<file path="src/rtl/ccur_pkg.sv">
// shared types and constants of the text console cursor engine
package ccur_pkg;

    localparam int CFG_IDX_W = 3;
    localparam logic [CFG_IDX_W-1:0] REG_COLUMNS    = 3'd0;
    localparam logic [CFG_IDX_W-1:0] REG_ROWS       = 3'd1;
    localparam logic [CFG_IDX_W-1:0] REG_TEXT_COLOR = 3'd2;
    localparam logic [CFG_IDX_W-1:0] REG_BACK_COLOR = 3'd3;
    localparam logic [CFG_IDX_W-1:0] REG_CURSOR_ON  = 3'd4;
    localparam logic [CFG_IDX_W-1:0] REG_STORE_ON   = 3'd5;

    localparam logic [1:0] KIND_DRAW   = 2'd0;
    localparam logic [1:0] KIND_REDRAW = 2'd1;
    localparam logic [1:0] KIND_READ   = 2'd2;

    localparam logic [7:0]  CH_BACKSPACE = 8'h08;
    localparam logic [7:0]  CH_TAB       = 8'h09;
    localparam logic [7:0]  CH_NEWLINE   = 8'h0a;
    localparam logic [7:0]  CH_SPACE     = 8'h20;
    localparam logic [7:0]  CH_PRINT_LO  = 8'h20;
    localparam logic [7:0]  CH_PRINT_HI  = 8'h7f;
    localparam logic [31:0] ERASE_FORE   = 32'h00ff_ffff;
    localparam int          TAB_STEP     = 8;

    typedef enum logic [2:0] {
        OP_NONE,
        OP_READ,
        OP_BS,
        OP_TAB,
        OP_NL,
        OP_PRINT
    } t_op;

    typedef struct packed {
        logic        mode;
        logic [7:0]  char_code;
        logic [12:0] cell_index;
    } t_req;

    typedef struct packed {
        logic [1:0]  kind;
        logic [6:0]  cell_col;
        logic [5:0]  cell_row;
        logic [7:0]  glyph_code;
        logic [31:0] fore;
        logic [31:0] back;
        logic        last;
    } t_res;

    typedef struct packed {
        t_op         op;
        logic [7:0]  char_code;
        logic [12:0] cell_index;
    } t_cmd;

    typedef struct packed {
        logic [7:0]  columns;
        logic [6:0]  rows;
        logic [31:0] text_color;
        logic [31:0] back_color;
        logic        cursor_on;
        logic        store_on;
    } t_cfg;

endpackage

</file>
<file path="src/rtl/ccur_front.sv">
// request classifier in front of the command queue
module ccur_front import ccur_pkg::*; (
    input  logic i_push,
    input  t_req i_req,
    input  logic i_q_full,
    output logic o_full,
    output logic o_q_push,
    output t_cmd o_cmd
);
    t_op op;

    always_comb begin
        if (i_req.mode) begin
            op = OP_READ;
        end else if (i_req.char_code == CH_BACKSPACE) begin
            op = OP_BS;
        end else if (i_req.char_code == CH_TAB) begin
            op = OP_TAB;
        end else if (i_req.char_code == CH_NEWLINE) begin
            op = OP_NL;
        end else if (i_req.char_code >= CH_PRINT_LO && i_req.char_code <= CH_PRINT_HI) begin
            op = OP_PRINT;
        end else begin
            op = OP_NONE;
        end
    end

    assign o_full           = i_q_full;
    assign o_q_push         = i_push && !i_q_full;
    assign o_cmd.op         = op;
    assign o_cmd.char_code  = i_req.char_code;
    assign o_cmd.cell_index = i_req.cell_index;
endmodule

</file>
<file path="config.mk">
export PLATFORM = sky130hd
export DESIGN_NAME = ccur_front
export DESIGN_NICKNAME = d
export VERILOG_FILES = /design/src/rtl/ccur_pkg.sv /design/src/rtl/ccur_front.sv
export SDC_FILE = /design/constraint.sdc
export NUM_CORES = 1
export LEC_CHECK = 0
export BUFFER_PORTS_ARGS = -buffer_cell sky130_fd_sc_hd__clkbuf_2
export CAP_MARGIN = 20
export CORE_AREA = 2 2 39 41
export DETAILED_ROUTE_END_ITERATION = 10
export DIE_AREA = 0 0 41 43
export PLACE_DENSITY = 0.61
export SLEW_MARGIN = 20
export SYNTH_ARGS = -nofsm -noshare
export SYNTH_HDL_FRONTEND = slang
export SYNTH_SLANG_ARGS = --single-unit
export TNS_END_PERCENT = 50
</file>
<file path="constraint.sdc">
create_clock -name vclk -period 2.2
set_clock_uncertainty 0.05 [all_clocks]
set_input_delay 0.22 -clock vclk [all_inputs]
set_output_delay 0.22 -clock vclk [all_outputs]
set_load 0.005 [all_outputs]
</file>
---- Yosys cells after proc, flatten, opt, wreduce, memory -nomap -nowiden ----
Cells that the tools add are included.
operators by class
  reductions and logical operators ........ 3
  equal/unequal tests ..................... 3
  multiplexer cells ....................... 5
  order comparisons ....................... 2
operator list
  operator                                                                              count
  8-bit by 4-bit == test with 1-bit output (second input constant)                      3
  3-bit 2-to-1 mux                                                                      5
  8-bit by 6-bit greater-or-equal comparator with 1-bit output (second input constant)  1
  8-bit by 7-bit less-or-equal comparator with 1-bit output (second input constant)     1
  1-bit logical AND                                                                     2
  1-bit zero test                                                                       1
word-level totals
  word-level logic and storage cells ...... 13
  input port bits ......................... 24
  bits in registers ....................... 0

---- Logic depth before layout (Yosys ltp) ----
  depth after elaboration ................. 7
  gate-level depth with buffers ........... 2

---- Least setup slack after synthesis ----
No wires, ideal clock.
  kind .................................... input -> output
  from .................................... input i_req[17] in the netlist's numbering
  to ...................................... output o_cmd[22] in the netlist's numbering
  stages on the path ...................... 2
  setup slack ............................. 0.933 ns
  required time ........................... 1.930 ns
  path buffers ............................ 0
  arrival ................................. 0.997 ns
  cells stage by stage .................... or4b_4 nor4b_2
RTL lines
  item             line             source
  start, declared  ccur_front.sv:4  input t_req i_req,
  end, declared    ccur_front.sv:8  output t_cmd o_cmd

==> results.toml <==
[outcome]
outcome = "finished clean"

[drt]
firstDrtPassIters = 1
vias = 178
via_per_inst = 3.63
ant_nets = 0
drcViolationCount = 0
wl_per_cell_um = 8.78
detail_route.iter0.violations = 0
wl_um = 430

[cells_and_area]
final_core_util_pct = 15.8
seq_area_um2 = 0
design_area_um2 = 219
final_nets = 59
drive_gt1_share_pct = 81.8
clkbuf_count = 0
area_delta_synth_final_pct = -10.3
seq_cells = 0
antenna_cells = 0

[sta]
hold_viol = 0
worstMarginPinSlew_ns = 0.219
rsz0062_at_grt = "false"
fmax_mhz = 657
fin_crit_ns = 1.52
fin_crit_sh_pct = 69.2
setup_slack_ns = 0.679
slew_viol_final = 0
setup_violations = 0
fin_setup_tns_ns = 0
slew_headroom_pct = 85.4

[critical_path]
path_depth = 4
crit_chain = "clkbuf_2, or4b_4, nor4b_2, clkbuf_2"
cp_common_cell = "clkbuf_2"
cp-start-kind = "primary input"
crit_buf_inv = 2
critical_path.slowest_cell = "or4b_4"
cpPeakStageDelay_ns = 0.54
worstPathRequired_ns = 1.93
cpLargestDelayFamily = "simple AND/OR/NAND/NOR gates"
path_max_fanout = 3
critPathKind = "in -> out"
cp.arrival_ns = 1.25
end_kind = "output port"

[floorplan]
fp.dieW_um = 41
ios = 50
die_y_um = 43
coreArea_um2 = 1380
initial_core_util_pct = 17.6
die_area_um2 = 1760
num_rows = 14

[clock_network]
cts_resized = 0
hold_buffers = 0
postCtsSetupBuffers = 0

[global_route]
gr-total-overflow = 0
antenna_found_initial = 0
first_global_vias = 143
grt_max_degree = 5
grt_usage_pct = 4.60
grt_pass1_wl_um = 600

[logic_synthesis]
synth.distinct_cells = 10
netlist_area_um2 = 244
ys_seq_area_share_pct = 0
synth.avg_cell_area_um2 = 7.87
synth.top_cell.area_share_pct = 67.7
yosys-top-cells-area = "buf_4 68%, nor4b_2 6.2%, or4b_4 5.6%, or4b_1 4.1%, o221ai_1 3.6%"
synth_cells = 31
synth.most_common_cell = "buf_4"
yosysTopAreaCell = "buf_4"
syn_nets = 55
synth_warnings = 0

[pwr]
power_leakage_nw = 0.121
peakVddDrop_v = 0.0000185
power_density_nw_per_um2 = 151

[placement]
place_area_um2 = 219
gp_congestion = 0.418
pre_cts_ws_ns = 0.653
numPortBuffers = 24

[worst_hold_path]
worstHoldPathCells = 0
hold_class = "in -> out"

[run]
maxCapViolations = 0
==> per-stage QoR <==
step	total power [mW]	std cells	hold WS (ns)
2_1_floorplan	0.0395	31	0.414
3_3_place_gp	0.0332	49	0.390
3_5_place_dp	0.0340	49	0.390
4_1_cts	0.0340	49	0.390
5_1_grt	0.0381	49	0.390
6_report	0.0330	49	0.390
==> where the power goes <==
part | internal [mW] | switching, mW | leakage [nW]
sequential | 0 | 0 | 0
clock | 0 | 0 | 0
combinational | 0.0188 | 0.0142 | 0.121
==> final timing paths <==
kind	startpoint	endpoint	slack (ns)
max	i_req[17]	o_cmd[22]	0.68
min	i_req[2]	o_cmd[2]	0.39
==> layout make-up <==
cell class | count | area [um2]
multi-input combinational | 8 | 75.1
tap | 16 | 20.0
fill | 165 | 1160
inverter | 1 | 3.75
timing repair buffer | 24 | 120
==> metal layers <==
| layer | up-vias | routed length [um] | part of all wire [%] | track usage, % |
|---|---|---|---|---|
| met3 | 2 | 71 | 17 | 1.05 |
| met5 | - | 0 | 0 | 0 |
| met1 | 73 | 130 | 30 | 4.11 |
| met4 | 0 | 2 | 0.47 | 1.33 |
| met2 | 13 | 225 | 52 | 9.06 |
| li1 | 90 | - | - | - |
==> kinds of logic (layout without fill, tap and decap cells) <==
kind of cell / count (synthesis) / count (layout) / synth area share (%)
buf+inv: 23 / 25 / 69.2
compound gates: 2 / 2 / 7.18
simple gates: 6 / 6 / 23.6
==> cells in the final DEF, fill, tap and decap left out <==
cell / n
nor4b_2: 1
o221ai_1: 1
clkbuf_2: 24
nor2b_1: 1
nor2_1: 1
or4b_1: 1
o32ai_1: 1
or4b_4: 1
or3b_2: 1
inv_1: 1
Power figures use the tool's default switching activity.
