[src/rtl/ccur_fifo.sv]
// small register queue
module ccur_fifo #(
    parameter int W     = 8,
    parameter int DEPTH = 4
) (
    input  logic         i_clk,
    input  logic         i_rst_n,
    input  logic         i_push,
    input  logic [W-1:0] i_data,
    output logic         o_full,
    input  logic         i_pop,
    output logic         o_empty,
    output logic [W-1:0] o_data
);
    localparam int PW = (DEPTH > 1) ? $clog2(DEPTH) : 1;

    logic [W-1:0] r_mem [DEPTH];
    logic [PW-1:0] r_wp, r_rp;
    logic [PW:0]   r_cnt;
    logic          push_ok, pop_ok;

    assign o_full  = (r_cnt == (PW+1)'(DEPTH));
    assign o_empty = (r_cnt == '0);
    assign o_data  = r_mem[r_rp];
    assign push_ok = i_push && !o_full;
    assign pop_ok  = i_pop && !o_empty;

    always_ff @(posedge i_clk) begin
        if (!i_rst_n) begin
            r_wp  <= '0;
            r_rp  <= '0;
            r_cnt <= '0;
        end else begin
            if (push_ok) begin
                r_wp <= (r_wp == PW'(DEPTH-1)) ? '0 : r_wp + 1'b1;
            end
            if (pop_ok) begin
                r_rp <= (r_rp == PW'(DEPTH-1)) ? '0 : r_rp + 1'b1;
            end
            if (push_ok && !pop_ok) begin
                r_cnt <= r_cnt + 1'b1;
            end else if (!push_ok && pop_ok) begin
                r_cnt <= r_cnt - 1'b1;
            end
        end
    end

    always_ff @(posedge i_clk) begin
        if (push_ok) begin
            r_mem[r_wp] <= i_data;
        end
    end
endmodule

[config.mk]
export PLATFORM = sky130hd
export DESIGN_NAME = ccur_fifo
export DESIGN_NICKNAME = d
export VERILOG_FILES = /design/src/rtl/ccur_fifo.sv
export SDC_FILE = /design/constraint.sdc
export NUM_CORES = 1
export LEC_CHECK = 0
export ABC_CLOCK_PERIOD_IN_PS = 2400
export BUFFER_PORTS_ARGS = -buffer_cell sky130_fd_sc_hd__buf_4
export CAP_MARGIN = 20
export CORE_MARGIN = 2
export CORE_UTILIZATION = 30
export CTS_BUF_LIST = sky130_fd_sc_hd__clkbuf_2
export DETAILED_ROUTE_END_ITERATION = 10
export PLACE_DENSITY = 0.46
export REMOVE_ABC_BUFFERS = 1
export SYNTH_ARGS = -nofsm -noshare
export SYNTH_HDL_FRONTEND = slang
export SYNTH_SLANG_ARGS = --single-unit
export TNS_END_PERCENT = 50
[constraint.sdc]
create_clock -name i_clk -period 2.4 [get_ports i_clk]
set_clock_uncertainty 0.05 [all_clocks]
set_input_delay 0.6 -clock i_clk [delete_from_list [all_inputs] [get_ports i_clk]]
set_output_delay 0.6 -clock i_clk [all_outputs]
set_load 0.02 [all_outputs]
Yosys cells after proc, flatten, opt, wreduce, memory -nomap -nowiden. Memories as Yosys holds them, arrays and structs flattened. A register that Yosys moved wholly into a read port is not among the register bits. Index checks and enable logic that the tools add are counted. W data, S select, Z words.

Memory bits (writable): 32. Latch bits: 0. Output and inout port bits: 10. Register bits: 7. Bits in read-only memories: 0. Input port bits: 12. Memories kept: 1.

Equal/unequal tests: 3. Divide/modulo/power cells: 0. Shifts and indexed selects: 0. Add/sub/neg operators: 4. Multiplexer cells: 8. Bitwise operators: 0. $lt $le $gt $ge: 0. $mul: 0. Reductions and logical operators: 10.

Memory list: r_mem (words 4, width 8, read ports 1, clocked after Yosys merged registers in 1, wr ports 1, line 17) `logic [W-1:0] r_mem [DEPTH];`.

Operator list (number): $mux W2 (4); $mux W3 (2); $add A2 B1 Y2 const B (2); $eq A2 B2 Y1 const B (2); $logic_and A1 B1 Y1 (4); $logic_not A1 Y1 (4); $add A3 B1 Y3 const B (1); $eq A3 B3 Y1 const B (1); $logic_not A3 Y1 (1); $sub A3 B1 Y3 const B (1); $mux W1 (2); $reduce_bool A2 Y1 (1).

Depth between registers and ports, before layout. Gate-level depths: netlist of the first run.

Depth after elaboration: 7. Mapped depth: 9.

Worst setup path after synthesis of the first run. No wires, ideal clock.

Path kind: input -> register. From: input i_push. To: register r_cnt[2]. Slack: 250 ps. Path buffers: 1. Arrival: 2024 ps. Stages on the path: 8. Setup time: 76 ps. Path through: nor2b_1 -> buf_2 -> ha_1 -> inv_1 -> fa_1 -> xor2_1 -> or3_1 -> a21boi_0.

Cells in the longest elaborated chain, start to end: 4. Elaborated cells on any way between the ends: 6.

RTL lines: start: declaration (line 8) `input logic i_push,`; $logic_and A1 B1 Y1 * (line 25) `assign push_ok = i_push && !o_full;`; named net push_ok (line 20) `logic push_ok, pop_ok;`; $logic_not A1 Y1 (line 42) `end else if (!push_ok && pop_ok) begin`; $logic_and A1 B1 Y1 (line 42); $reduce_bool A2 Y1 (no line); end signal: assignment (line 41) `r_cnt <= r_cnt + 1'b1;`; end signal: assignment (line 43) `r_cnt <= r_cnt - 1'b1;`; end: declaration (line 19) `logic [PW:0] r_cnt;`.

The timed path passes the listed nets; every way through them passes the cells marked *. A chain may end at the register's enable or synchronous reset.

==> impl_metrics.ini, run 1 <==
[logic_synthesis]
yosysTopAreaCell = edfxtp_1
synth_top_area_share = 0.589
synth-edff-count = 32
async_reset_ff_frac = 0
synth-seq-cells = 41
synth.most_common_cell = edfxtp_1
synth-main-ff-cell = edfxtp_1
post_synth_main_area_contributors = edfxtp_1 59%, dfxtp_1 11%, mux4_2 11%, ha_1 4.6%, and2_1 1.9%
synthTopCellsByCount = 32 x edfxtp_1, 9 x dfxtp_1, 8 x mux4_2
syn_avg_cell_area_um2 = 17.5
synthCells = 93
ys_seq_area_frac = 0.700
syn-cell-area_um2 = 1630
synth.distinct_cells = 23
yosys_warnings = 0

[finish]
drive_gt1_frac = 0.347
multiInputGateArea_um2 = 465
fin_nets = 139
seq_area_um2 = 1140
diodes = 0
nFillCells = 490
syn_to_final_growth_pct = 19.9

[sta]
setup_tns_ns = 0
period_minus_slack_ns = 2.27
slew_headroom = 0.683
tightest_slew_ns = 0.475
slew_viol_final = 0
grt_setup_unrepaired = false
final.period_utilization = 0.947
finalSetupViolCount = 0
finalHoldViolCount = 0
fmax_ghz = 0.440

[cts]
cts_sinks = 41
numCtsBuffers = 5
cts.clk_slew.worst_paths_ns = 0.20
clockBufferDepth = 2
cts_tree = yes
cts_root_buf = clkbuf_2
htreeDepth = 2
clock_latency_ns = 0.39

[route]
drtIter0Drc = 29
wire_per_inst_um = 14.2
ant_nets = 0
drt_first_pass_iters = 4
vias = 829
drcViolationCount = 0
via_per_inst = 4.34
routed_wirelength_um = 2710

[hold_path]
hold_path_class = input port to flop
holdPathStages = 1

[global_routing]
grt_max_degree = 14
gr-usage-all-layers = 0.0998
grt_overflow = 0
grt_pass1_wl_um = 4430
antenna_found_initial = 0
grt_pass1_vias = 853

[place]
dp_hpwl_um = 1860
portBuffers = 21
gp_congestion = 0.736

[critical_path]
worstPathArrival_ns = 1.62
slowest_delay_ns = 0.52
path_buf_inv = 2
cp_max_fo = 8
required_ns = 1.75
ff2ff_path_depth = 7
cpMaxStageDelayCell = mux4_2
crit_cells = 3
startpoint_type = flop
path_cells = buf_6 > mux4_2 > buf_4
worstSetupEndpointType = output pin
critPathKind = flop to output pin
crit_family = multiplexers

[die]
die-area_um2 = 6040
dieHeight_um = 77.7
initial_utilization = 0.315
fp-row-count = 26
die_w_um = 77.7
io_pins = 22
core_area_um2 = 5170

[power]
cellLeakagePower_nw = 0.708
power_density_nw_per_um2 = 1000
max-vdd-ir-drop_mv = 0.280
finalPower_mw = 1.96

[outcome]
status = finished, final reports clean

[flow_run]
max-cap-violations = 0
[cell type report]
| cell class | instances | area share |
|---|---|---|
| multi-input cells | 45 | 0.238 |
| clock inverters | 2 | 0.0179 |
| clock buffers | 6 | 0.0154 |
| repair buffers | 24 | 0.0941 |
| well taps | 70 | 0.0448 |
| inverters | 3 | 0.00576 |
| flip-flops and latches | 41 | 0.584 |
[where the power goes]
part           switching [mW]  leakage, nW  total, mW  internal, mW
sequential             0.0601        0.367      0.933         0.873
clock                   0.217       0.0430      0.396         0.179
combinational           0.317        0.298      0.631         0.314
total                   0.594        0.708       1.96          1.37
[final timing paths]
| path | start | end | slack [ns] |
|---|---|---|---|
| worst max-delay path | flop | o_data[5] | 0.13 |
| worst min register to register | r_wp[1] | r_wp[1] | 0.46 |
| worst max register to register | r_cnt[1] | r_cnt[2] | 0.19 |
| worst min-delay path | i_data[3] | r_mem[0][3] | 0.34 |
[stage by stage]
stage / area (µm²) / std cells / hold slack [ns] / utilization / worst slack (ns)
floorplan: 1610 / 89 / 0.418 / - / 0.122
global placement: 1880 / 183 / 0.441 / 0.364 / 0.144
detailed placement: 1880 / 183 / 0.444 / 0.364 / 0.0247
CTS: 1950 / 191 / 0.313 / 0.377 / 0.0426
global route: 1950 / 191 / 0.280 / 0.378 / 0.0135
finish: 1950 / 191 / 0.337 / 0.378 / 0.127
[logic make-up after synthesis]
group	Yosys count	share of synthesized area
DFF	41	0.700
muxes	11	0.129
adders and majority gates	7	0.0583
and+or+nand+nor	20	0.0660
buffers and inverters	7	0.0176
AOI/OAI and AO/OA	5	0.0184
xor gates and xnor gates	2	0.0107
[cell usage in the layout, fill, tap and decap left out, types with 2 or more instances in the layout]
master / Yosys / final
edfxtp_1: 32 / 32
buf_4: 0 / 23
dfxtp_1: 9 / 9
mux4_2: 8 / 8
nand2_1: 6 / 6
ha_1: 6 / 6
clkbuf_2: 0 / 6
and2_1: 5 / 5
inv_1: 3 / 3
mux2i_1: 3 / 3
o21ai_0: 3 / 3
nor2b_1: 2 / 2
nor2_1: 2 / 2
nand3_1: 2 / 2
[layer usage]
metal / GRT usage / share of wire
met2: 0.155 / 0.47
met4: 0.0375 / 0.014
met5: 0 / 0
met1: 0.125 / 0.47
met3: 0.0395 / 0.042
[flip-flops by register name, summed over array words and instances, names as in the netlist, named ones only]
register	cells
r_mem	32
r_rp	2
r_cnt	3
r_wp	2
[timing repair]
item,CTS,global route
setup endpoints to repair,1,4
buffers inserted,0,0
hold buffers,0,0
gates resized for setup,1,1
No activity file was read; power rests on OpenSTA's default activity.
==> run 2, diff against run 1 <==
- ABC_AREA: default -> 1
==> run 2 against run 1 <==
- sequential power increased by 3.2%
- cell area up 2.0%
- synthesized cell count rose by 59%
- core utilization down 1.4 points
- critical path depth up 1
- maximum frequency up 4.0%
- clock power is 31% lower
- synthesized area increased by 3.8%
- via count is 34% higher
- hold slack better by 0.0079 ns
- die area increased by 3.6%
==> impl_metrics.ini, run 2 <==
[cts]
cts_sinks = 41
clock_latency_ns = 0.38
cts_tree = yes
cts.clk_slew.worst_paths_ns = 0.20
cts_root_buf = clkbuf_2
numCtsBuffers = 5
hold_buffers = 0
htreeDepth = 2
clockBufferDepth = 2

[logic_synthesis]
async_reset_ff_frac = 0
synthCells = 148
synth_top_area_share = 0.568
synth-main-ff-cell = edfxtp_1
ys_seq_area_frac = 0.674
synth.distinct_cells = 18
synth.most_common_cell = nor2_1
syn-cell-area_um2 = 1690
yosysTopAreaCell = edfxtp_1
synth-edff-count = 32
synthTopCellsByCount = 33 x nor2_1, 32 x edfxtp_1, 18 x inv_1
syn_avg_cell_area_um2 = 11.4
post_synth_main_area_contributors = edfxtp_1 57%, dfxtp_1 11%, nor2_1 7.3%, ha_1 4.4%, o21ai_0 4.1%
synth-seq-cells = 41
yosys_warnings = 0

[hold_path]
holdPathEnd = r_mem[3][1]
holdPathStages = 1
worstHoldStart = i_data[1]
hold_path_class = input port to flop

[die]
initial_utilization = 0.309
dieHeight_um = 79.1
die-area_um2 = 6260
io_pins = 22
die_w_um = 79.1
core_area_um2 = 5470
fp-row-count = 27

[sta]
tightest_slew_ns = 0.316
finalSetupViolCount = 0
fmax_ghz = 0.458
finalHoldViolCount = 0
final.period_utilization = 0.910
setup_tns_ns = 0
grt_setup_unrepaired = false
slew_headroom = 0.789
slew_viol_final = 0
period_minus_slack_ns = 2.18

[critical_path]
worstPathArrival_ns = 1.53
cp_max_fo = 9
critPathKind = flop to output pin
path_buf_inv = 2
crit_family = buffers and inverters
regToRegStartpoint = r_cnt[1]
startpoint_type = flop
path_cells = inv_1 > o21ai_0 > o22ai_1 > buf_4
cpMaxStageDelayCell = dfxtp_2
worstSetupEndpointType = output pin
required_ns = 1.75
rr_endpoint = r_cnt[1]
ff2ff_path_depth = 9
reg2reg_slack_ns = 0.52
slowest_delay_ns = 0.42

[place]
dp_hpwl_um = 2120
portBuffers = 21
gp_congestion = 0.815
postPlaceCellArea_um2 = 1960

[finish]
syn_to_final_growth_pct = 17.7
layout_common_cells = 33 x nor2_1, 32 x edfxtp_1, 26 x buf_4
regMostFlops = r_mem
fin_area_um2 = 1990
nFillCells = 571
fin_util = 0.364
diodes = 0
largest_registers = r_mem (32), r_cnt (3)
largest_register_ffs = 32
fin_nets = 198
drive_gt1_frac = 0.223
final_common_cell = nor2_1

[power]
max-vdd-ir-drop_mv = 0.387
power_density_nw_per_um2 = 1020
cellLeakagePower_nw = 0.806

[route]
via_per_inst = 4.43
drt_first_pass_iters = 4
routed_wirelength_um = 3120
drtIter0Drc = 55
wire_per_inst_um = 12.4
vias = 1112
ant_nets = 0
drcViolationCount = 0

[global_routing]
antenna_found_initial = 0
grt_pass1_wl_um = 5100
grt_max_degree = 17
grt_overflow = 0
grt_pass1_vias = 1055
gr-usage-all-layers = 0.110

[flow_run]
max-cap-violations = 0

[outcome]
status = finished, final reports clean
run 2: how the worst max path moves through the flow:
stage,end,depth (start not counted)
3_3_place_gp,r_cnt[2],11
2_1_floorplan,r_cnt[1],7
6_report,o_data[2],4
5_1_grt,o_data[0],4
4_1_cts,o_data[0],4
3_5_place_dp,r_cnt[2],11
run 2: layout make-up:
type / count / area (µm²) / share of cell area
multi-input combinational: 86 / 458 / 0.230
clock buffer: 6 / 30.0 / 0.0151
tap: 72 / 90.1 / 0.0452
clock inverter: 1 / 5.00 / 0.00251
sequential: 41 / 1140 / 0.574
inverter: 19 / 71.3 / 0.0358
timing repair buffer: 26 / 195 / 0.0979
run 2: timing repair:
item | in CTS | in global routing
resized for setup | 0 | 2
setup buffers | 0 | 0
hold endpoints to repair | 0 | 0
setup endpoints to repair | 0 | 7
run 2: cell families after synthesis:
logic type                 count (synthesis)  synth area share
and+or+nand+nor                           51             0.119
AOI/OAI and AO/OA                         28            0.0953
DFF                                       41             0.674
adders and majority gates                  7            0.0562
buffers and inverters                     21            0.0554
run 2: power by group:
| group | total (mW) | switching (mW) | internal (mW) |
|---|---|---|---|
| Clock | 0.275 | 0.205 | 0.0696 |
| Combinational | 0.801 | 0.487 | 0.314 |
| Sequential | 0.963 | 0.0793 | 0.884 |
| Total | 2.04 | 0.771 | 1.27 |
run 2: per-stage QoR:
step           power (mW)  hold WS [ns]  std cells  worst slack [ns]
2_1_floorplan        1.47         0.430        146             0.632
4_1_cts              2.07         0.317        251            0.0225
3_3_place_gp         1.77         0.448        244             0.451
5_1_grt              2.21         0.297        251            0.0804
3_5_place_dp         1.79         0.459        244             0.421
6_report             2.04         0.345        251             0.215
run 2: routing by layer:
layer  share of wire  up-vias  GRT usage
met2            0.48       24      0.182
li1                -      562          -
met5               0        -          0
met1            0.45      520      0.130
met3           0.047        6     0.0375
met4           0.018        0     0.0466
